### config.mk
export PLATFORM = sky130hd
export DESIGN_NAME = utf16_to_utf8_converter_core
export DESIGN_NICKNAME = d
export VERILOG_FILES = /design/src/hw/rtl/u16u8_pkg.sv /design/src/hw/rtl/utf16_to_utf8_converter_core.sv /design/src/hw/rtl/u16u8_front.sv /design/src/hw/rtl/u16u8_queue.sv /design/src/hw/rtl/u16u8_back.sv
export SDC_FILE = /design/constraint.sdc
export NUM_CORES = 1
export LEC_CHECK = 0
export ABC_AREA = 1
export BUFFER_PORTS_ARGS = -buffer_cell sky130_fd_sc_hd__buf_2
export CORE_MARGIN = 4
export CORE_UTILIZATION = 45
export CTS_CLUSTER_SIZE = 12
export DETAILED_ROUTE_END_ITERATION = 12
export SYNTH_ARGS = -nofsm -noshare
export SYNTH_HDL_FRONTEND = slang
export SYNTH_SLANG_ARGS = --single-unit
### constraint.sdc
create_clock -name i_clk -period 4.8 [get_ports i_clk]
set_clock_uncertainty 0.15 [all_clocks]
set_input_delay 0.24 -clock i_clk [delete_from_list [all_inputs] [get_ports i_clk]]
set_output_delay 0.24 -clock i_clk [all_outputs]
set_load 0.03 [all_outputs]
### src/hw/rtl/u16u8_pkg.sv
package u16u8_pkg;

    // Code unit ranges and code point limits.
    localparam logic [15:0] SurrHighFirst = 16'hD800;
    localparam logic [15:0] SurrHighLast  = 16'hDBFF;
    localparam logic [15:0] SurrLowFirst  = 16'hDC00;
    localparam logic [15:0] SurrLowLast   = 16'hDFFF;
    localparam logic [20:0] PlaneOneBase  = 21'h10000;
    localparam logic [5:0]  SurrPrefix    = 6'b110110;

    // Work queue between the front and the back.
    localparam int QueueDepth = 4;
    localparam int QueuePtrW  = $clog2(QueueDepth);
    localparam int QueueCntW  = $clog2(QueueDepth + 1);

    // Encoded length of a UTF-8 sequence, stored as length minus one.
    typedef enum logic [1:0] {
        LEN_ONE   = 2'd0,
        LEN_TWO   = 2'd1,
        LEN_THREE = 2'd2,
        LEN_FOUR  = 2'd3
    } t_len;

    // Work for one accepted item: an optional lone surrogate that was held
    // (always three bytes), then an optional code point.
    typedef struct packed {
        logic        pre_valid;
        logic [9:0]  pre_bits;
        logic        main_valid;
        logic [20:0] main_cp;
        logic        eot;
    } t_desc;

    // Queue status seen by the front and the back.
    typedef struct packed {
        logic full;
        logic empty;
    } t_qstat;

    function automatic t_len utf8_len(input logic [20:0] cp);
        t_len len;
        if (cp < 21'h80) begin
            len = LEN_ONE;
        end else if (cp < 21'h800) begin
            len = LEN_TWO;
        end else if (cp < PlaneOneBase) begin
            len = LEN_THREE;
        end else begin
            len = LEN_FOUR;
        end
        return len;
    endfunction

    function automatic logic [7:0] utf8_byte(input logic [20:0] cp, input t_len len,
                                             input logic [1:0] idx);
        logic [7:0] b;
        b = 8'h00;
        unique case (len)
            LEN_ONE: begin
                b = cp[7:0];
            end
            LEN_TWO: begin
                b = (idx == 2'd0) ? {3'b110, cp[10:6]} : {2'b10, cp[5:0]};
            end
            LEN_THREE: begin
                case (idx)
                    2'd0:    b = {4'b1110, cp[15:12]};
                    2'd1:    b = {2'b10, cp[11:6]};
                    default: b = {2'b10, cp[5:0]};
                endcase
            end
            LEN_FOUR: begin
                case (idx)
                    2'd0:    b = {5'b11110, cp[20:18]};
                    2'd1:    b = {2'b10, cp[17:12]};
                    2'd2:    b = {2'b10, cp[11:6]};
                    default: b = {2'b10, cp[5:0]};
                endcase
            end
            default: b = 8'h00;
        endcase
        return b;
    endfunction

endpackage

### src/hw/rtl/utf16_to_utf8_converter_core.sv
// An item's first byte is offered once its work entry has gone through the queue and
// been loaded into the serializer. Throughput: one byte per cycle at the output while
// pop is high, so one item per cycle while items make a single byte each.
// A high surrogate that is only held makes no byte and costs no serializer time.
// Reset (i_rst_n low at a clock edge) empties the queue, drops any held surrogate
// and idles the serializer; a new text may begin right after.
module utf16_to_utf8_converter_core import u16u8_pkg::*; (
    input  logic        i_clk,
    input  logic        i_rst_n,
    input  logic        push,
    output logic        full,
    input  logic [15:0] i_code_unit,
    input  logic        i_end_of_text,
    output logic        empty,
    input  logic        pop,
    output logic [7:0]  o_out_byte,
    output logic        o_last_of_run,
    output logic        o_text_done
);

    // The front classifies each item against the held high surrogate and turns it
    // into a work entry: an optional lone surrogate to emit first, then an optional
    // code point. The entry goes into a small queue, so the front keeps taking items
    // while the back is still serializing bytes of earlier ones.
    t_desc  front_desc;
    logic   front_push;
    logic   front_accept;
    logic   front_held;
    t_desc  q_desc;
    t_qstat q_stat;
    logic   back_load;

    u16u8_front u_front (
        .i_clk         (i_clk),
        .i_rst_n       (i_rst_n),
        .i_push        (push),
        .i_code_unit   (i_code_unit),
        .i_end_of_text (i_end_of_text),
        .i_qstat       (q_stat),
        .o_accept      (front_accept),
        .o_desc_push   (front_push),
        .o_desc        (front_desc),
        .o_held        (front_held)
    );

    // The queue is the only backpressure the producer sees.
    assign full = q_stat.full;

    u16u8_queue u_queue (
        .i_clk   (i_clk),
        .i_rst_n (i_rst_n),
        .i_push  (front_push),
        .i_desc  (front_desc),
        .i_pop   (back_load),
        .o_desc  (q_desc),
        .o_qstat (q_stat)
    );

    // The back holds one entry in registers and steps through its bytes, one per
    // accepted pop. It reloads from the queue in the same cycle the final byte of
    // the current entry is taken, so bytes leave without gaps.
    u16u8_back u_back (
        .i_clk         (i_clk),
        .i_rst_n       (i_rst_n),
        .i_desc        (q_desc),
        .i_qstat       (q_stat),
        .o_load        (back_load),
        .i_pop         (pop),
        .o_empty       (empty),
        .o_out_byte    (o_out_byte),
        .o_last_of_run (o_last_of_run),
        .o_text_done   (o_text_done)
    );

    // The end of a text never leaves a surrogate held.
    a_eot_clears_held: assert property (@(posedge i_clk) disable iff (!i_rst_n)
        front_accept && i_end_of_text |=> !front_held)
        else $error("surrogate still held after end of text");

    // The end of a text always produces a work entry.
    a_eot_pushes: assert property (@(posedge i_clk) disable iff (!i_rst_n)
        front_accept && i_end_of_text |-> front_push)
        else $error("end of text produced no bytes");

    // The whole-text mark only appears on the final byte of an item.
    a_done_is_last: assert property (@(posedge i_clk) disable iff (!i_rst_n)
        !empty && o_text_done |-> o_last_of_run)
        else $error("text done without last of run");

    // The serializer loads only entries that exist.
    a_load_nonempty: assert property (@(posedge i_clk) disable iff (!i_rst_n)
        back_load |-> !q_stat.empty)
        else $error("serializer loaded from an empty queue");

endmodule

### src/hw/rtl/u16u8_front.sv
module u16u8_front import u16u8_pkg::*; (
    input  logic        i_clk,
    input  logic        i_rst_n,
    input  logic        i_push,
    input  logic [15:0] i_code_unit,
    input  logic        i_end_of_text,
    input  t_qstat      i_qstat,
    output logic        o_accept,
    output logic        o_desc_push,
    output t_desc       o_desc,
    output logic        o_held
);

    logic       r_held;
    logic [9:0] r_held_bits;
    logic       n_held;
    logic [9:0] n_held_bits;
    logic       is_high;
    logic       is_low;

    assign o_accept = i_push && !i_qstat.full;
    assign is_high  = (i_code_unit >= SurrHighFirst) && (i_code_unit <= SurrHighLast);
    assign is_low   = (i_code_unit >= SurrLowFirst) && (i_code_unit <= SurrLowLast);

    always_comb begin
        n_held      = r_held;
        n_held_bits = r_held_bits;
        o_desc      = '0;
        o_desc.eot  = i_end_of_text;
        if (r_held && is_low) begin
            // Surrogate pair: combine into one supplementary code point.
            o_desc.main_valid = 1'b1;
            o_desc.main_cp    = PlaneOneBase + {1'b0, r_held_bits, i_code_unit[9:0]};
            n_held            = 1'b0;
        end else begin
            o_desc.pre_valid = r_held;
            o_desc.pre_bits  = r_held_bits;
            if (is_high && !i_end_of_text) begin
                n_held      = 1'b1;
                n_held_bits = i_code_unit[9:0];
            end else begin
                o_desc.main_valid = 1'b1;
                o_desc.main_cp    = {5'd0, i_code_unit};
                n_held            = 1'b0;
            end
        end
        if (!o_accept) begin
            n_held      = r_held;
            n_held_bits = r_held_bits;
        end
    end

    assign o_desc_push = o_accept && (o_desc.pre_valid || o_desc.main_valid);
    assign o_held      = r_held;

    always_ff @(posedge i_clk) begin
        if (!i_rst_n) begin
            r_held      <= 1'b0;
            r_held_bits <= '0;
        end else begin
            r_held      <= n_held;
            r_held_bits <= n_held_bits;
        end
    end

endmodule

### src/hw/rtl/u16u8_queue.sv
module u16u8_queue import u16u8_pkg::*; (
    input  logic   i_clk,
    input  logic   i_rst_n,
    input  logic   i_push,
    input  t_desc  i_desc,
    input  logic   i_pop,
    output t_desc  o_desc,
    output t_qstat o_qstat
);

    t_desc                r_mem [QueueDepth];
    logic [QueuePtrW-1:0] r_wr_ptr;
    logic [QueuePtrW-1:0] r_rd_ptr;
    logic [QueueCntW-1:0] r_count;
    logic                 do_push;
    logic                 do_pop;

    assign o_qstat.full  = (r_count == QueueCntW'(QueueDepth));
    assign o_qstat.empty = (r_count == '0);
    assign do_push       = i_push && !o_qstat.full;
    assign do_pop        = i_pop && !o_qstat.empty;
    assign o_desc        = r_mem[r_rd_ptr];

    always_ff @(posedge i_clk) begin
        if (!i_rst_n) begin
            r_wr_ptr <= '0;
            r_rd_ptr <= '0;
            r_count  <= '0;
        end else begin
            if (do_push) begin
                r_wr_ptr <= r_wr_ptr + 1'b1;
            end
            if (do_pop) begin
                r_rd_ptr <= r_rd_ptr + 1'b1;
            end
            case ({do_push, do_pop})
                2'b10:   r_count <= r_count + 1'b1;
                2'b01:   r_count <= r_count - 1'b1;
                default: r_count <= r_count;
            endcase
        end
        if (do_push) begin
            r_mem[r_wr_ptr] <= i_desc;
        end
    end

endmodule

### src/hw/rtl/u16u8_back.sv
module u16u8_back import u16u8_pkg::*; (
    input  logic       i_clk,
    input  logic       i_rst_n,
    input  t_desc      i_desc,
    input  t_qstat     i_qstat,
    output logic       o_load,
    input  logic       i_pop,
    output logic       o_empty,
    output logic [7:0] o_out_byte,
    output logic       o_last_of_run,
    output logic       o_text_done
);

    t_desc       r_desc;
    logic        r_busy;
    logic        r_phase_pre;
    logic [1:0]  r_idx;
    logic        n_busy;
    logic        n_phase_pre;
    logic [1:0]  n_idx;
    logic [20:0] cur_cp;
    t_len        cur_len;
    logic        seg_last;
    logic        run_last;
    logic        take;

    assign cur_cp   = r_phase_pre ? {5'd0, SurrPrefix, r_desc.pre_bits} : r_desc.main_cp;
    assign cur_len  = r_phase_pre ? LEN_THREE : utf8_len(r_desc.main_cp);
    assign seg_last = (r_idx == 2'(cur_len));
    assign run_last = seg_last && (!r_phase_pre || !r_desc.main_valid);

    assign o_empty       = !r_busy;
    assign o_out_byte    = utf8_byte(cur_cp, cur_len, r_idx);
    assign o_last_of_run = run_last;
    assign o_text_done   = run_last && r_desc.eot;

    assign take   = r_busy && i_pop;
    assign o_load = !i_qstat.empty && (!r_busy || (take && run_last));

    always_comb begin
        n_busy      = r_busy;
        n_phase_pre = r_phase_pre;
        n_idx       = r_idx;
        if (o_load) begin
            n_busy      = 1'b1;
            n_phase_pre = i_desc.pre_valid;
            n_idx       = 2'd0;
        end else if (take) begin
            if (!seg_last) begin
                n_idx = r_idx + 2'd1;
            end else if (!run_last) begin
                n_phase_pre = 1'b0;
                n_idx       = 2'd0;
            end else begin
                n_busy = 1'b0;
            end
        end
    end

    always_ff @(posedge i_clk) begin
        if (!i_rst_n) begin
            r_busy      <= 1'b0;
            r_phase_pre <= 1'b0;
            r_idx       <= 2'd0;
        end else begin
            r_busy      <= n_busy;
            r_phase_pre <= n_phase_pre;
            r_idx       <= n_idx;
        end
        if (o_load) begin
            r_desc <= i_desc;
        end
    end

endmodule

---- Word-level counts from Yosys, hierarchy flattened ----
Memories as Yosys holds them, arrays and structs flattened. A register that Yosys moved wholly into a read port is not among the register bits.
Index checks and enable logic that the tools add are counted.
word-level totals
  bits in registers ....................... 55
  RAM bits ................................ 136
  output and inout bits ................... 12
  word-level logic and storage cells ...... 102
  memories ................................ 1
cells by class
  $add $sub $neg .......................... 6
  magnitude comparators ................... 7
  eq/ne operators ......................... 11
  mux-type cells .......................... 29
  bitwise operators ....................... 2
  reductions and logical operators ........ 34
memory list
  memory         depth  bits a word  read ports  clocked after Yosys merged registers in  wr ports  line               RTL
  u_queue.r_mem  4      34           1           1                                        1         u16u8_queue.sv:11  t_desc r_mem [QueueDepth];
operators by type and width
  cell                                                                    count
  22-bit two-way mux                                                      2
  16-bit >= comparator, second input constant                             2
  16-bit <= comparator, second input constant                             2
  8-bit one-hot mux with 4 select lines                                   1
  17-bit by 20-bit adder with 21-bit output, first input constant         1
  21-bit by 12-bit < comparator with 1-bit output, second input constant  1
  21-bit by 17-bit < comparator with 1-bit output, second input constant  1
  21-bit by 8-bit < comparator with 1-bit output, second input constant   1
  21-bit two-way mux                                                      1
  7-bit one-hot mux with 3 select lines                                   1
  2-bit two-way mux                                                       7
  7-bit one-hot mux with 2 select lines                                   1
  1-bit logical AND                                                       13
  1-bit two-way mux                                                       13
  11-bit two-way mux                                                      1
  3-bit AND reduction                                                     3
  2-bit equality test, second input constant                              4
  2-bit nonzero test                                                      4
  7-bit two-way mux                                                       1
  2-bit by 1-bit adder with 2-bit output, second input constant           3
  2-bit by 1-bit equality test with 1-bit output, second input constant   3
  1-bit zero test                                                         6
  3-bit one-hot mux with 2 select lines                                   1
  2-bit zero test                                                         2
  10 further kinds                                                        14

---- Depth between registers and ports, before layout ----
Gate-level depths: netlist of run 1.
  depth in word-level cells ............... 13
  mapped depth ............................ 18
  depth with buffers taken out ............ 18

---- Hierarchy ----
From an unflattened synthesis of run 1, not the netlist that was laid out.
second synthesis, totals
  cell total of the unflattened synthesis .. 765
  area total of the unflattened synthesis .. 8509.4 um^2
by module, submodules not included
  module       instances  cells an instance  area each (um^2)
  u16u8_queue  1          399                5524.0
  u16u8_back   1          208                2047.0
  u16u8_front  1          158                938.4

---- Least setup slack after synthesis of run 1 ----
Ideal clock, no wire load.
  kind .................................... reg2reg
  start ................................... register u_queue.r_count[0]
  end ..................................... memory u_queue.r_mem[0][0] (netlist bit), enable pin
  library setup time ...................... 0.425 ns
  arrival time ............................ 2.357 ns
  required time ........................... 4.225 ns
  slack ................................... 1.868 ns
  stages on the path, launching flop included .. 7
  buffers on the path ..................... 0
  clock period less this slack ............ 2.932 ns
  path through ............................ dfxtp_1 > inv_1 > nand2_1 > o21ai_0 > a21oi_1 > inv_2 > nor2_1
on the way
  word-level cells in the longest chain between the ends .. 7
ends and longest elaborated chain
  what                                         line                                  RTL
  start, declared                              u16u8_queue.sv:14                     logic [QueueCntW-1:0] r_count;
  start signal, assigned                       u16u8_queue.sv:37                     2'b10: r_count <= r_count + 1'b1;
  start signal, assigned                       u16u8_queue.sv:38                     2'b01: r_count <= r_count - 1'b1;
  start signal, assigned                       u16u8_queue.sv:39                     default: r_count <= r_count;
  3-bit equality test (*)                      u16u8_queue.sv:18                     assign o_qstat.full = (r_count == QueueCntW'(QueueDepth));
  1-bit zero test (*)                          u16u8_front.sv:21, u16u8_queue.sv:20
  1-bit logical AND                            u16u8_front.sv:21                     assign o_accept = i_push && !i_qstat.full;
  1-bit logical AND                            u16u8_front.sv:53                     assign o_desc_push = o_accept && (o_desc.pre_valid || o_desc.main_valid);
  1-bit logical AND (*)                        u16u8_queue.sv:20                     assign do_push = i_push && !o_qstat.full;
  1-bit two-way mux (*)                        u16u8_queue.sv:42                     if (do_push) begin
  1-bit two-way mux (implied by the code) (*)  u16u8_queue.sv:43                     r_mem[r_wr_ptr] <= i_desc;
  end, declared                                u16u8_queue.sv:11
Mark *: on every way between the ends. The rest lies on a longest branch, timed or not.

---- Worst setup path in the final report of run 1 ----
  start ................................... register u_back.r_phase_pre
  end ..................................... output port o_out_byte[4]
on the way
  word-level cells in the longest chain between the ends .. 3
  elaborated cells between the ends (all ways) .. 10
ends and longest elaborated chain
  what                                                                 line                                RTL
  start, declared                                                      u16u8_back.sv:16                    logic r_phase_pre;
  start signal, assigned                                               u16u8_back.sv:67                    r_phase_pre <= n_phase_pre;
  21-bit two-way mux or 2-bit two-way mux (tied branches)              u16u8_back.sv:27, u16u8_back.sv:28
  7-bit one-hot mux with 3 select lines, or another cell as far along  u16u8_pkg.sv:73                     case (idx)
  8-bit one-hot mux with 4 select lines (*)                            u16u8_pkg.sv:58                     unique case (len)
  end, declared                                                        utf16_to_utf8_converter_core.sv:16  output logic [7:0] o_out_byte,
Marks and branches as above.

==> impl_metrics.json, run 1 <==
{
  "yosys.area.top_type_share_pct": 62.0,
  "slew_viol_final": 0,
  "tns_ns": 0,
  "yosys-top-cells-area": "edfxtp_1 (62%), o21ai_0 (6.2%), dfxtp_1 (5.9%), nor2_1 (5.5%), nand2_1 (3.1%)",
  "r2r-end": "u_queue.r_count[2]",
  "r2r_setup_slack_ns": 1.68,
  "vias_per_cell": 5.45,
  "area_growth_pct": 14.2,
  "syn-num-nets": 757,
  "wl_per_cell_um": 18.5,
  "hold_viol": 0,
  "p_int_uw": 3630,
  "yosysSeqAreaShare_pct": 67.8,
  "maxSlewHeadroom_pct": 23.1,
  "dr_total_vias": 5479,
  "hp-start": "i_code_unit[13]",
  "grt_pass1_vias": 5246,
  "rows": 49,
  "crit_required_ns": 4.41,
  "die-area_um2": 20400,
  "rsz0062_at_grt": "false",
  "peakVddDrop_uv": 293,
  "stdcell_count": 1005,
  "hold_depth": 3,
  "synth_area_um2": 8190,
  "r2r-start": "u_back.r_phase_pre",
  "cp-end-kind": "primary output",
  "grt_usage_pct": 18.8,
  "worstPathCellList": "inv_2 -> nand3_2 -> inv_1 -> a21oi_1 -> a32o_1 -> nor2_1 -> o21ai_0 -> buf_2",
  "maxCapViolations": 0,
  "yosys_warnings": 0,
  "fillers": 1557,
  "synthFlopType": "edfxtp_1",
  "rr_worst_depth": 13,
  "yosysTopAreaCell": "edfxtp_1",
  "postCtsSetupBuffers": 0,
  "htreeDepth": 4,
  "die_h_um": 143,
  "ys_ff_latch": 193,
  "tightest_slew_ns": 1.15,
  "grt_pass1_wl_um": 28900,
  "dr.pass1.iters": 5,
  "worstHoldPathType": "in2reg",
  "hpwl_um": 12200,
  "worst_path_dominant_cell_family": "flip-flops",
  "grt_max_degree": 69,
  "nets": 795,
  "antenna_found_initial": 1,
  "path_buf_inv": 3,
  "avgSynthCellArea_um2": 11.3,
  "placedCellCount": 962,
  "worstPathArrival_ns": 2.83,
  "synthArstFlopShare_pct": 0,
  "gr-total-overflow": 0,
  "drtIter0Drc": 403,
  "max_freq_mhz": 311,
  "drive_above_1_share_pct": 13.4,
  "status": "finished, final reports clean",
  "gp_congestion": 0.821,
  "synth_edf_count": 169,
  "min_period_over_period_pct": 67.0,
  "startpoint_type": "flop",
  "coreArea_um2": 17900,
  "clkPwrFrac_pct": 27.1,
  "boundaryPins": 33,
  "synthCells": 725,
  "totalWireLength_um": 18600,
  "cts.sinks": 193,
  "pwr-share-comb_pct": 29.6,
  "cpPeakStageDelay_ns": 0.87,
  "ant_nets": 0,
  "whs_endpoint": "u_queue.r_mem[3][14]",
  "power.density_nw_per_um2": 597,
  "swShare_pct": 34.9,
  "die_w_um": 143,
  "power.leakage_uw": 0.00342,
  "io_buffers": 32,
  "path_max_fanout": 24,
  "netSwitchingPower_uw": 1950,
  "clockRootBuffer": "clkbuf_16",
  "critPathSlowestCell": "dfxtp_1",
  "clk-insertion-delay-late_ns": 0.43,
  "synth_cell_types": 39,
  "cts_max_path_buffers": 2,
  "start_util_pct": 45.7,
  "antennaDiodeCount": 0,
  "cts_buffers": 17,
  "drcViolationCount": 0,
  "ys_top_cells_by_count": "edfxtp_1 (169), nor2_1 (121), o21ai_0 (101)",
  "finalSetupViolations": 0,
  "crit_cells": 8,
  "crit_type": "reg2out",
  "synth.most_common_cell": "edfxtp_1",
  "clk_pin_slew_worst_paths_ns": 0.06,
  "cts_tree": "built",
  "finalCriticalPeriod_ns": 3.22,
  "pwr-share-seq_pct": 43.3
}
## power by group through the flow
stage / logic (uW) / clock network [uW] / registers, uW
final: 1650 / 1510 / 2420
after detailed placement: 1650 / 0 / 2460
after global placement: 1620 / 0 / 2460
after floorplan: 1170 / 0 / 2390
after CTS: 1660 / 1530 / 2420
after global routing: 1830 / 1590 / 2450
## sequential cells by signal, summed over array words and instances (netlist names), 2 cells and up, named ones only
| signal | count |
|---|---|
| u_back.r_desc | 33 |
| u_queue.r_rd_ptr | 2 |
| u_queue.r_count | 3 |
| u_back.r_idx | 2 |
| u_queue.r_mem | 136 |
| u_front.r_held_bits | 10 |
| u_queue.r_wr_ptr | 2 |
## kinds of logic (layout without fill, tap and decap cells)
kind of cell	after synthesis	after routing	synth area share (%)
AOI/OAI and AO/OA	182	182	12.6
adders and majority gates	11	11	1.77
and+or+nand+nor	237	237	12.6
muxes	4	4	0.489
xor gates and xnor gates	2	2	0.214
DFF	193	193	67.8
buffers and inverters	96	147	4.46
## area by class of cell
type                    count  area [um2]  area share, %
flip-flops and latches    193        5560           59.4
multi-input cells         436        2300           24.6
clock buffers              17         425           4.55
repair buffers             50         323           3.45
well taps                 229         287           3.06
inverters                  65         244           2.61
clock inverters            15         216           2.32
## how the worst max path moves through the flow
| stage | slack [ns] | start | end |
|---|---|---|---|
| after floorplan | 1.87 | u_queue.r_count[0] | u_queue.r_mem[0][0] |
| after global placement | 1.74 | u_back.r_phase_pre | u_queue.r_count[2] |
| after detailed placement | 1.70 | u_back.r_phase_pre | u_queue.r_count[2] |
| after CTS | 1.57 | u_back.r_phase_pre | o_out_byte[4] |
| after global routing | 1.36 | u_back.r_phase_pre | o_out_byte[1] |
| final | 1.58 | u_back.r_phase_pre | o_out_byte[4] |
## layout by cell type, fill, tap and decap left out, types with 3 or more instances in the layout
cell | synthesis | routed
edfxtp_1 | 169 | 169
nor2_1 | 121 | 117
o21ai_0 | 101 | 101
nand2_1 | 68 | 68
inv_1 | 62 | 62
o22ai_1 | 35 | 35
buf_2 | 4 | 32
dfxtp_1 | 24 | 23
clkbuf_16 | 0 | 17
o211ai_1 | 16 | 16
a21oi_1 | 15 | 15
nand3_1 | 15 | 15
nand2_2 | 11 | 11
dlygate4sd3_1 | 0 | 11
ha_1 | 10 | 10
buf_4 | 0 | 7
nor2_4 | 2 | 6
bufinv_16 | 0 | 5
clkinvlp_4 | 0 | 5
o2111ai_1 | 4 | 4
mux2i_1 | 4 | 4
o21ai_1 | 3 | 3
nor2_2 | 3 | 3
inv_2 | 3 | 3
nor3_1 | 3 | 3
clkinv_1 | 0 | 3
## what timing repair did
item | 4_1_cts | 5_1_grt
endpoints found under the setup margin | 0 | 0
endpoints found under the hold margin | 18 | 0
resized for setup | 0 | 0
hold buffers | 11 | 0
## per-layer routing
metal,GRT usage (%),vias to the layer above,wire (um)
li1,-,2640,-
met4,5.65,2,291
met5,0,-,9
met3,3.58,26,905
met1,25.7,2673,8540
met2,30.6,138,8830
## metrics by stage
stage	total power (uW)	area [um2]	util (%)	setup slack (ns)	hold WS, ns
after floorplan	3550	8190	-	1.87	0.189
after global placement	4080	8600	48.0	1.74	0.332
after detailed placement	4110	8600	48.0	1.70	0.343
after CTS	5610	9350	52.2	1.57	0.0470
after global routing	5880	9350	52.2	1.36	0.0921
final	5580	9350	52.2	1.58	0.0564
## tightest hold or removal path, stage by stage
cell	delay, ns
buf_2	0.11
inv_1	0.05
nand2_1	0.11
Power figures use the tool's default switching activity.
==> inputs of run 2 (changes only) <==
--- a/config.mk
+++ b/config.mk
@@ -5,7 +5,7 @@
 export SDC_FILE = /design/constraint.sdc
 export NUM_CORES = 1
 export LEC_CHECK = 0
-export ABC_AREA = 1
+export ABC_AREA = 0
 export BUFFER_PORTS_ARGS = -buffer_cell sky130_fd_sc_hd__buf_2
 export CORE_MARGIN = 4
 export CORE_UTILIZATION = 45
==> constraint.sdc (replaced) <==
create_clock -name i_clk -period 3.2 [get_ports i_clk]
set_clock_uncertainty 0.15 [all_clocks]
set_input_delay 0.16 -clock i_clk [delete_from_list [all_inputs] [get_ports i_clk]]
set_output_delay 0.16 -clock i_clk [all_outputs]
set_load 0.03 [all_outputs]
==> impl_metrics.json, run 2 <==
{
  "min_period_over_period_pct": 94.1,
  "crit_type": "reg2reg",
  "rr_worst_depth": 9,
  "cts_max_path_buffers": 2,
  "synthFlopType": "edfxtp_1",
  "dr.pass1.iters": 4,
  "synth_area_um2": 8310,
  "antenna_found_initial": 0,
  "finalCriticalPeriod_ns": 3.01,
  "hp-start": "i_code_unit[10]",
  "fillers": 1436,
  "top_register": "u_queue.r_mem",
  "maxSlewHeadroom_pct": 55.2,
  "avgSynthCellArea_um2": 15.9,
  "ys_top_cells_by_count": "edfxtp_1 (169), mux4_2 (36), and2_1 (30)",
  "top_regs": "u_queue.r_mem (136), u_back.r_desc (33), u_front.r_held_bits (10)",
  "htreeDepth": 4,
  "max_freq_mhz": 332,
  "worstPathCellList": "or4_4 -> o211ai_4 -> o22a_2 -> o21ai_0 -> ha_1 -> fa_1 -> xnor2_1 -> or3_1 -> a21boi_0",
  "status": "finished, final reports clean",
  "ant_nets": 0,
  "pre_cts_ws_ns": 0.176,
  "power.leakage_uw": 0.00325,
  "multiInputGateArea_um2": 2580,
  "vias_per_cell": 5.65,
  "synth_edf_count": 169,
  "r2r-end": "u_queue.r_count[2]",
  "synthCells": 524,
  "ys_ff_latch": 193,
  "seq_area_um2": 5560,
  "cts_tree": "built",
  "clk_pin_slew_worst_paths_ns": 0.07,
  "clockRootBuffer": "clkbuf_16",
  "totalWireLength_um": 16900,
  "yosys-top-cells-area": "edfxtp_1 (61%), mux4_2 (9.8%), dfxtp_1 (5.8%), mux2i_1 (2.4%), and2_1 (2.3%)",
  "clk-insertion-delay-late_ns": 0.42,
  "finalSetupViolations": 0,
  "rsz0062_at_grt": "false",
  "rows": 49,
  "p_total_uw": 8250,
  "critPathLaunch": "u_back.r_desc[16]",
  "cts_buffers": 17,
  "drcViolationCount": 0,
  "drtIter0Drc": 305,
  "drive_above_1_share_pct": 24.1,
  "dr_total_vias": 4668,
  "r2r-start": "u_back.r_desc[16]",
  "startpoint_type": "flop",
  "worstPathArrival_ns": 3.21,
  "hpwl_um": 11200,
  "syn-num-nets": 556,
  "die_h_um": 144,
  "die-area_um2": 20700,
  "synthArstFlopShare_pct": 0,
  "cpPeakStageDelay_ns": 0.59,
  "antennaDiodeCount": 0,
  "tightest_slew_ns": 0.665,
  "area_growth_pct": 14.9,
  "yosys.area.top_type_share_pct": 61.1,
  "r2r_setup_slack_ns": 0.19,
  "grt_pass1_wl_um": 26600,
  "grt_max_degree": 36,
  "yosysTopAreaCell": "edfxtp_1",
  "io_buffers": 32,
  "coreArea_um2": 18100,
  "gr-total-overflow": 0,
  "boundaryPins": 33,
  "gp_congestion": 0.844,
  "grt_pass1_vias": 4783,
  "peakVddDrop_uv": 444,
  "cts.sinks": 193,
  "cp-end-kind": "flop",
  "final_cell_mix": "edfxtp_1 (169), mux4_2 (36), buf_2 (32)",
  "worstHoldPathType": "in2reg",
  "yosysSeqAreaShare_pct": 66.9,
  "maxCapViolations": 0,
  "synth_cell_types": 64,
  "yosys_warnings": 0,
  "final_common_cell": "edfxtp_1",
  "start_util_pct": 45.9,
  "path_max_fanout": 4,
  "synth.most_common_cell": "edfxtp_1",
  "critPathSlowestCell": "or4_4",
  "setup_ws_ns": 0.190,
  "die_w_um": 144,
  "largest_reg_flops": 136,
  "power.density_nw_per_um2": 864,
  "wl_per_cell_um": 20.4,
  "nets": 616,
  "cp-endpoint": "u_queue.r_count[2]",
  "tns_ns": 0,
  "crit_required_ns": 3.40,
  "grt_usage_pct": 17.1,
  "slew_viol_final": 0,
  "hold_viol": 0
}
## run 2: cell types whose count changed after synthesis, sizes merged, moves of 9 or more
cell    previous run  this run
mux2i              4        20
nor2             126        29
buf                4        13
clkbuf            27        12
o22ai             35         1
and2               1        30
nor2b              0        11
inv               65        16
mux4               0        36
nand2             80        23
o211ai            16         4
o21ai            105        13
## run 2: area by class of cell
class	instances	share of cell area, %
inverters	16	0.629
clock inverters	15	1.82
multi-input cells	290	27.0
flip-flops and latches	193	58.2
repair buffers	66	4.82
well taps	229	3.00
clock buffers	17	4.46
## run 2: what timing repair did
item | CTS | global route
endpoints found under the setup margin | 0 | 3
endpoints found under the hold margin | 62 | 0
setup buffers | 0 | 0
hold buffers | 13 | 0
gates resized for setup | 0 | 4
## run 2: critical path, delay by kind of cell, from the launching register on
kind / cells / cell delay (ns)
xor gates and xnor gates: 1 / 0.14
adders and majority gates: 2 / 0.64
DFF: 1 / 0.45
AOI/OAI and AO/OA: 4 / 0.68
and+or+nand+nor: 2 / 0.90
## run 2: worst min path at each step
| stage | endpoint | slack (ns) | cells after the start |
|---|---|---|---|
| after floorplan | u_queue.r_mem[0][0] | 0.11 | 0 |
| after global placement | u_queue.r_mem[2][0] | 0.27 | 1 |
| after detailed placement | u_queue.r_mem[0][0] | 0.28 | 1 |
| after CTS | u_queue.r_mem[2][11] | 0.02 | 2 |
| after global routing | u_queue.r_mem[2][11] | 0.04 | 2 |
| final | u_queue.r_mem[2][11] | 0.06 | 2 |
## run 2: cells by family after synthesis
kind of cell	Yosys count	synth area share, %
flops	193	66.9
compound gates	78	6.88
fa+ha+maj	11	1.75
buf+inv	41	2.18
simple gates	132	8.60
mux	62	13.0
xor+xnor	7	0.738
## run 2: through the flow
stage | hold WS (ns) | cell area, um2 | utilization [%] | cells
after floorplan | 0.109 | 8310 | - | 524
after global placement | 0.271 | 8810 | 48.7 | 781
after detailed placement | 0.278 | 8810 | 48.7 | 781
after CTS | 0.0233 | 9540 | 52.8 | 826
after global routing | 0.0448 | 9550 | 52.8 | 826
final | 0.0552 | 9550 | 52.8 | 826
## run 2: layer usage
metal | vias up | global-route usage, % | wire length (um)
met4 | 0 | 5.20 | 297
met1 | 2364 | 23.1 | 7600
met2 | 113 | 28.7 | 8350
li1 | 2167 | - | -
met5 | - | 0 | 0
met3 | 24 | 2.93 | 618
## run 2: power breakdown
part           internal (uW)  switching [uW]
combinational           1010            1400
sequential              3400             334
clock                   1180             930
==> inputs of run 3 (changes only) <==
--- a/config.mk
+++ b/config.mk
@@ -5,12 +5,13 @@
 export SDC_FILE = /design/constraint.sdc
 export NUM_CORES = 1
 export LEC_CHECK = 0
-export ABC_AREA = 0
+export ABC_AREA = 1
 export BUFFER_PORTS_ARGS = -buffer_cell sky130_fd_sc_hd__buf_2
 export CORE_MARGIN = 4
 export CORE_UTILIZATION = 45
 export CTS_CLUSTER_SIZE = 12
 export DETAILED_ROUTE_END_ITERATION = 12
+export SLEW_MARGIN = 40
 export SYNTH_ARGS = -nofsm -noshare
 export SYNTH_HDL_FRONTEND = slang
 export SYNTH_SLANG_ARGS = --single-unit
==> impl_metrics.json, run 3 (synthesized netlist as in run 1, its figures left out) <==
{
  "placed_cell_area_um2": 8640,
  "pre_cts_ws_ns": 0.436,
  "hold_viol": 0,
  "postCtsSetupBuffers": 0,
  "finalCriticalPeriod_ns": 2.99,
  "gr-usage-met3_pct": 3.92,
  "ant_nets": 0,
  "crit_required_ns": 2.89,
  "maxSlewHeadroom_pct": 51.7,
  "wl_per_cell_um": 18.7,
  "drcViolationCount": 0,
  "cts_max_path_buffers": 2,
  "boundaryPins": 33,
  "grt_util_met1_pct": 27.2,
  "gp_congestion": 0.862,
  "dr.pass1.iters": 5,
  "rr_worst_depth": 18,
  "dr_total_vias": 5616,
  "top_register": "u_queue.r_mem",
  "drtIter0Drc": 440,
  "start_util_pct": 45.7,
  "hpwl_um": 12000,
  "max_freq_mhz": 334,
  "peakVddDrop_uv": 456,
  "totalWireLength_um": 19000,
  "grt_max_degree": 69,
  "cts_buffers": 17,
  "largest_reg_flops": 136,
  "htreeDepth": 4,
  "hold_depth": 3,
  "finalSetupViolations": 0,
  "gr-total-overflow": 0,
  "power.density_nw_per_um2": 877,
  "grt_use_met2_pct": 31.2,
  "stdcell_count": 1016,
  "rsz0062_at_grt": "false",
  "finalInstanceArea_um2": 9410,
  "final_cell_mix": "edfxtp_1 (169), nor2_1 (117), o21ai_0 (101)",
  "clk_pin_slew_worst_paths_ns": 0.07,
  "antennaDiodeCount": 0,
  "die-area_um2": 20400,
  "status": "finished, final reports clean",
  "worstPathArrival_ns": 2.68,
  "tns_ns": 0,
  "multiInputGateArea_um2": 2300,
  "rows": 49,
  "nets": 806,
  "clockRootBuffer": "clkbuf_16",
  "placedCellCount": 968,
  "worstHoldPathType": "in2reg",
  "grt_usage_pct": 19.5,
  "die_h_um": 143,
  "grt_pass1_wl_um": 30100,
  "cts.sinks": 193,
  "startpoint_type": "flop",
  "antenna_found_initial": 1,
  "busiest_layer": "met2",
  "die_w_um": 143,
  "final_common_cell": "edfxtp_1",
  "maxCapViolations": 0,
  "cts_tree": "built",
  "area_growth_pct": 14.9,
  "p_total_uw": 8250,
  "top_regs": "u_queue.r_mem (136), u_back.r_desc (33), u_front.r_held_bits (10)",
  "cp-end-kind": "primary output",
  "clk-insertion-delay-late_ns": 0.43,
  "min_period_over_period_pct": 93.5,
  "io_buffers": 32,
  "cts_resized": 0,
  "seq_area_um2": 5560,
  "r2r_setup_slack_ns": 0.41,
  "setup_ws_ns": 0.209,
  "crit_type": "reg2out",
  "drive_above_1_share_pct": 14.4,
  "vias_per_cell": 5.53,
  "path_max_fanout": 17,
  "grt_pass1_vias": 5462,
  "fillers": 1559,
  "tightest_slew_ns": 0.725,
  "slew_viol_final": 0,
  "coreArea_um2": 17900,
  "power.leakage_uw": 0.00349
}
## run 3: changes by cell type in the layout (fill, tap and decap cells not counted), moves of 7 or more
cell | previous run | this run
o21ai_0 | 12 | 101
nor2_1 | 29 | 117
inv_1 | 16 | 62
nand2_1 | 23 | 68
mux4_2 | 36 | 0
o22ai_1 | 1 | 35
and2_1 | 30 | 0
mux2i_1 | 20 | 4
o211ai_1 | 3 | 16
nand2_2 | 0 | 11
nor2b_1 | 11 | 0
buf_4 | 20 | 13
## run 3: area by class of cell
| class | instances | share of cell area, % |
|---|---|---|
| Clock buffer | 23 | 5.76 |
| Inverter | 65 | 2.59 |
| Tap cell | 229 | 3.05 |
| Timing Repair Buffer | 61 | 4.44 |
| Sequential cell | 193 | 59.1 |
| Clock inverter | 9 | 0.665 |
| Multi-Input combinational cell | 436 | 24.4 |
## run 3: critical path, cell delays in order, from the launching register on
cell and delay, ns:
dfxtp_1 0.42, inv_1 0.13, ha_1 0.43, nor2_1 0.47
inv_1 0.16, o22ai_1 0.15, a32o_1 0.16, nor2_1 0.04
o21ai_0 0.07, buf_2 0.22
## run 3: report_power, final
part           switching [uW]  leakage [uW]  internal [uW]  total (uW)
Combinational            1850       0.00141            706        2560
Clock                     877      0.000306           1200        2080
Sequential                226       0.00177           3390        3610
## run 3: worst paths after layout
kind                           from              endpoint
setup / recovery    u_back.r_idx[0]         o_out_byte[4]
hold / removal      i_code_unit[13]  u_queue.r_mem[3][14]
setup reg to reg  u_back.r_desc[14]    u_queue.r_count[2]
hold reg to reg      u_front.o_held        u_front.o_held
## run 3: metrics by stage
stage                     utilization [%]  hold slack, ns
final                                52.5          0.0252
after global routing                 52.5          0.0215
after CTS                            52.5         0.00355
after detailed placement             48.3           0.262
after global placement               48.3           0.257
after floorplan                         -           0.109
## run 3: routing by layer
| metal | vias up | routed length [um] |
|---|---|---|
| li1 | 2653 | - |
| met4 | 0 | 329 |
| met5 | - | 0 |
| met1 | 2733 | 8560 |
| met3 | 29 | 1160 |
| met2 | 201 | 8980 |
## run 3: timing repair
| item | CTS | global route |
|---|---|---|
| hold buffers | 16 | 0 |
| setup endpoints to repair | 0 | 0 |
| endpoints found under the hold margin | 66 | 0 |
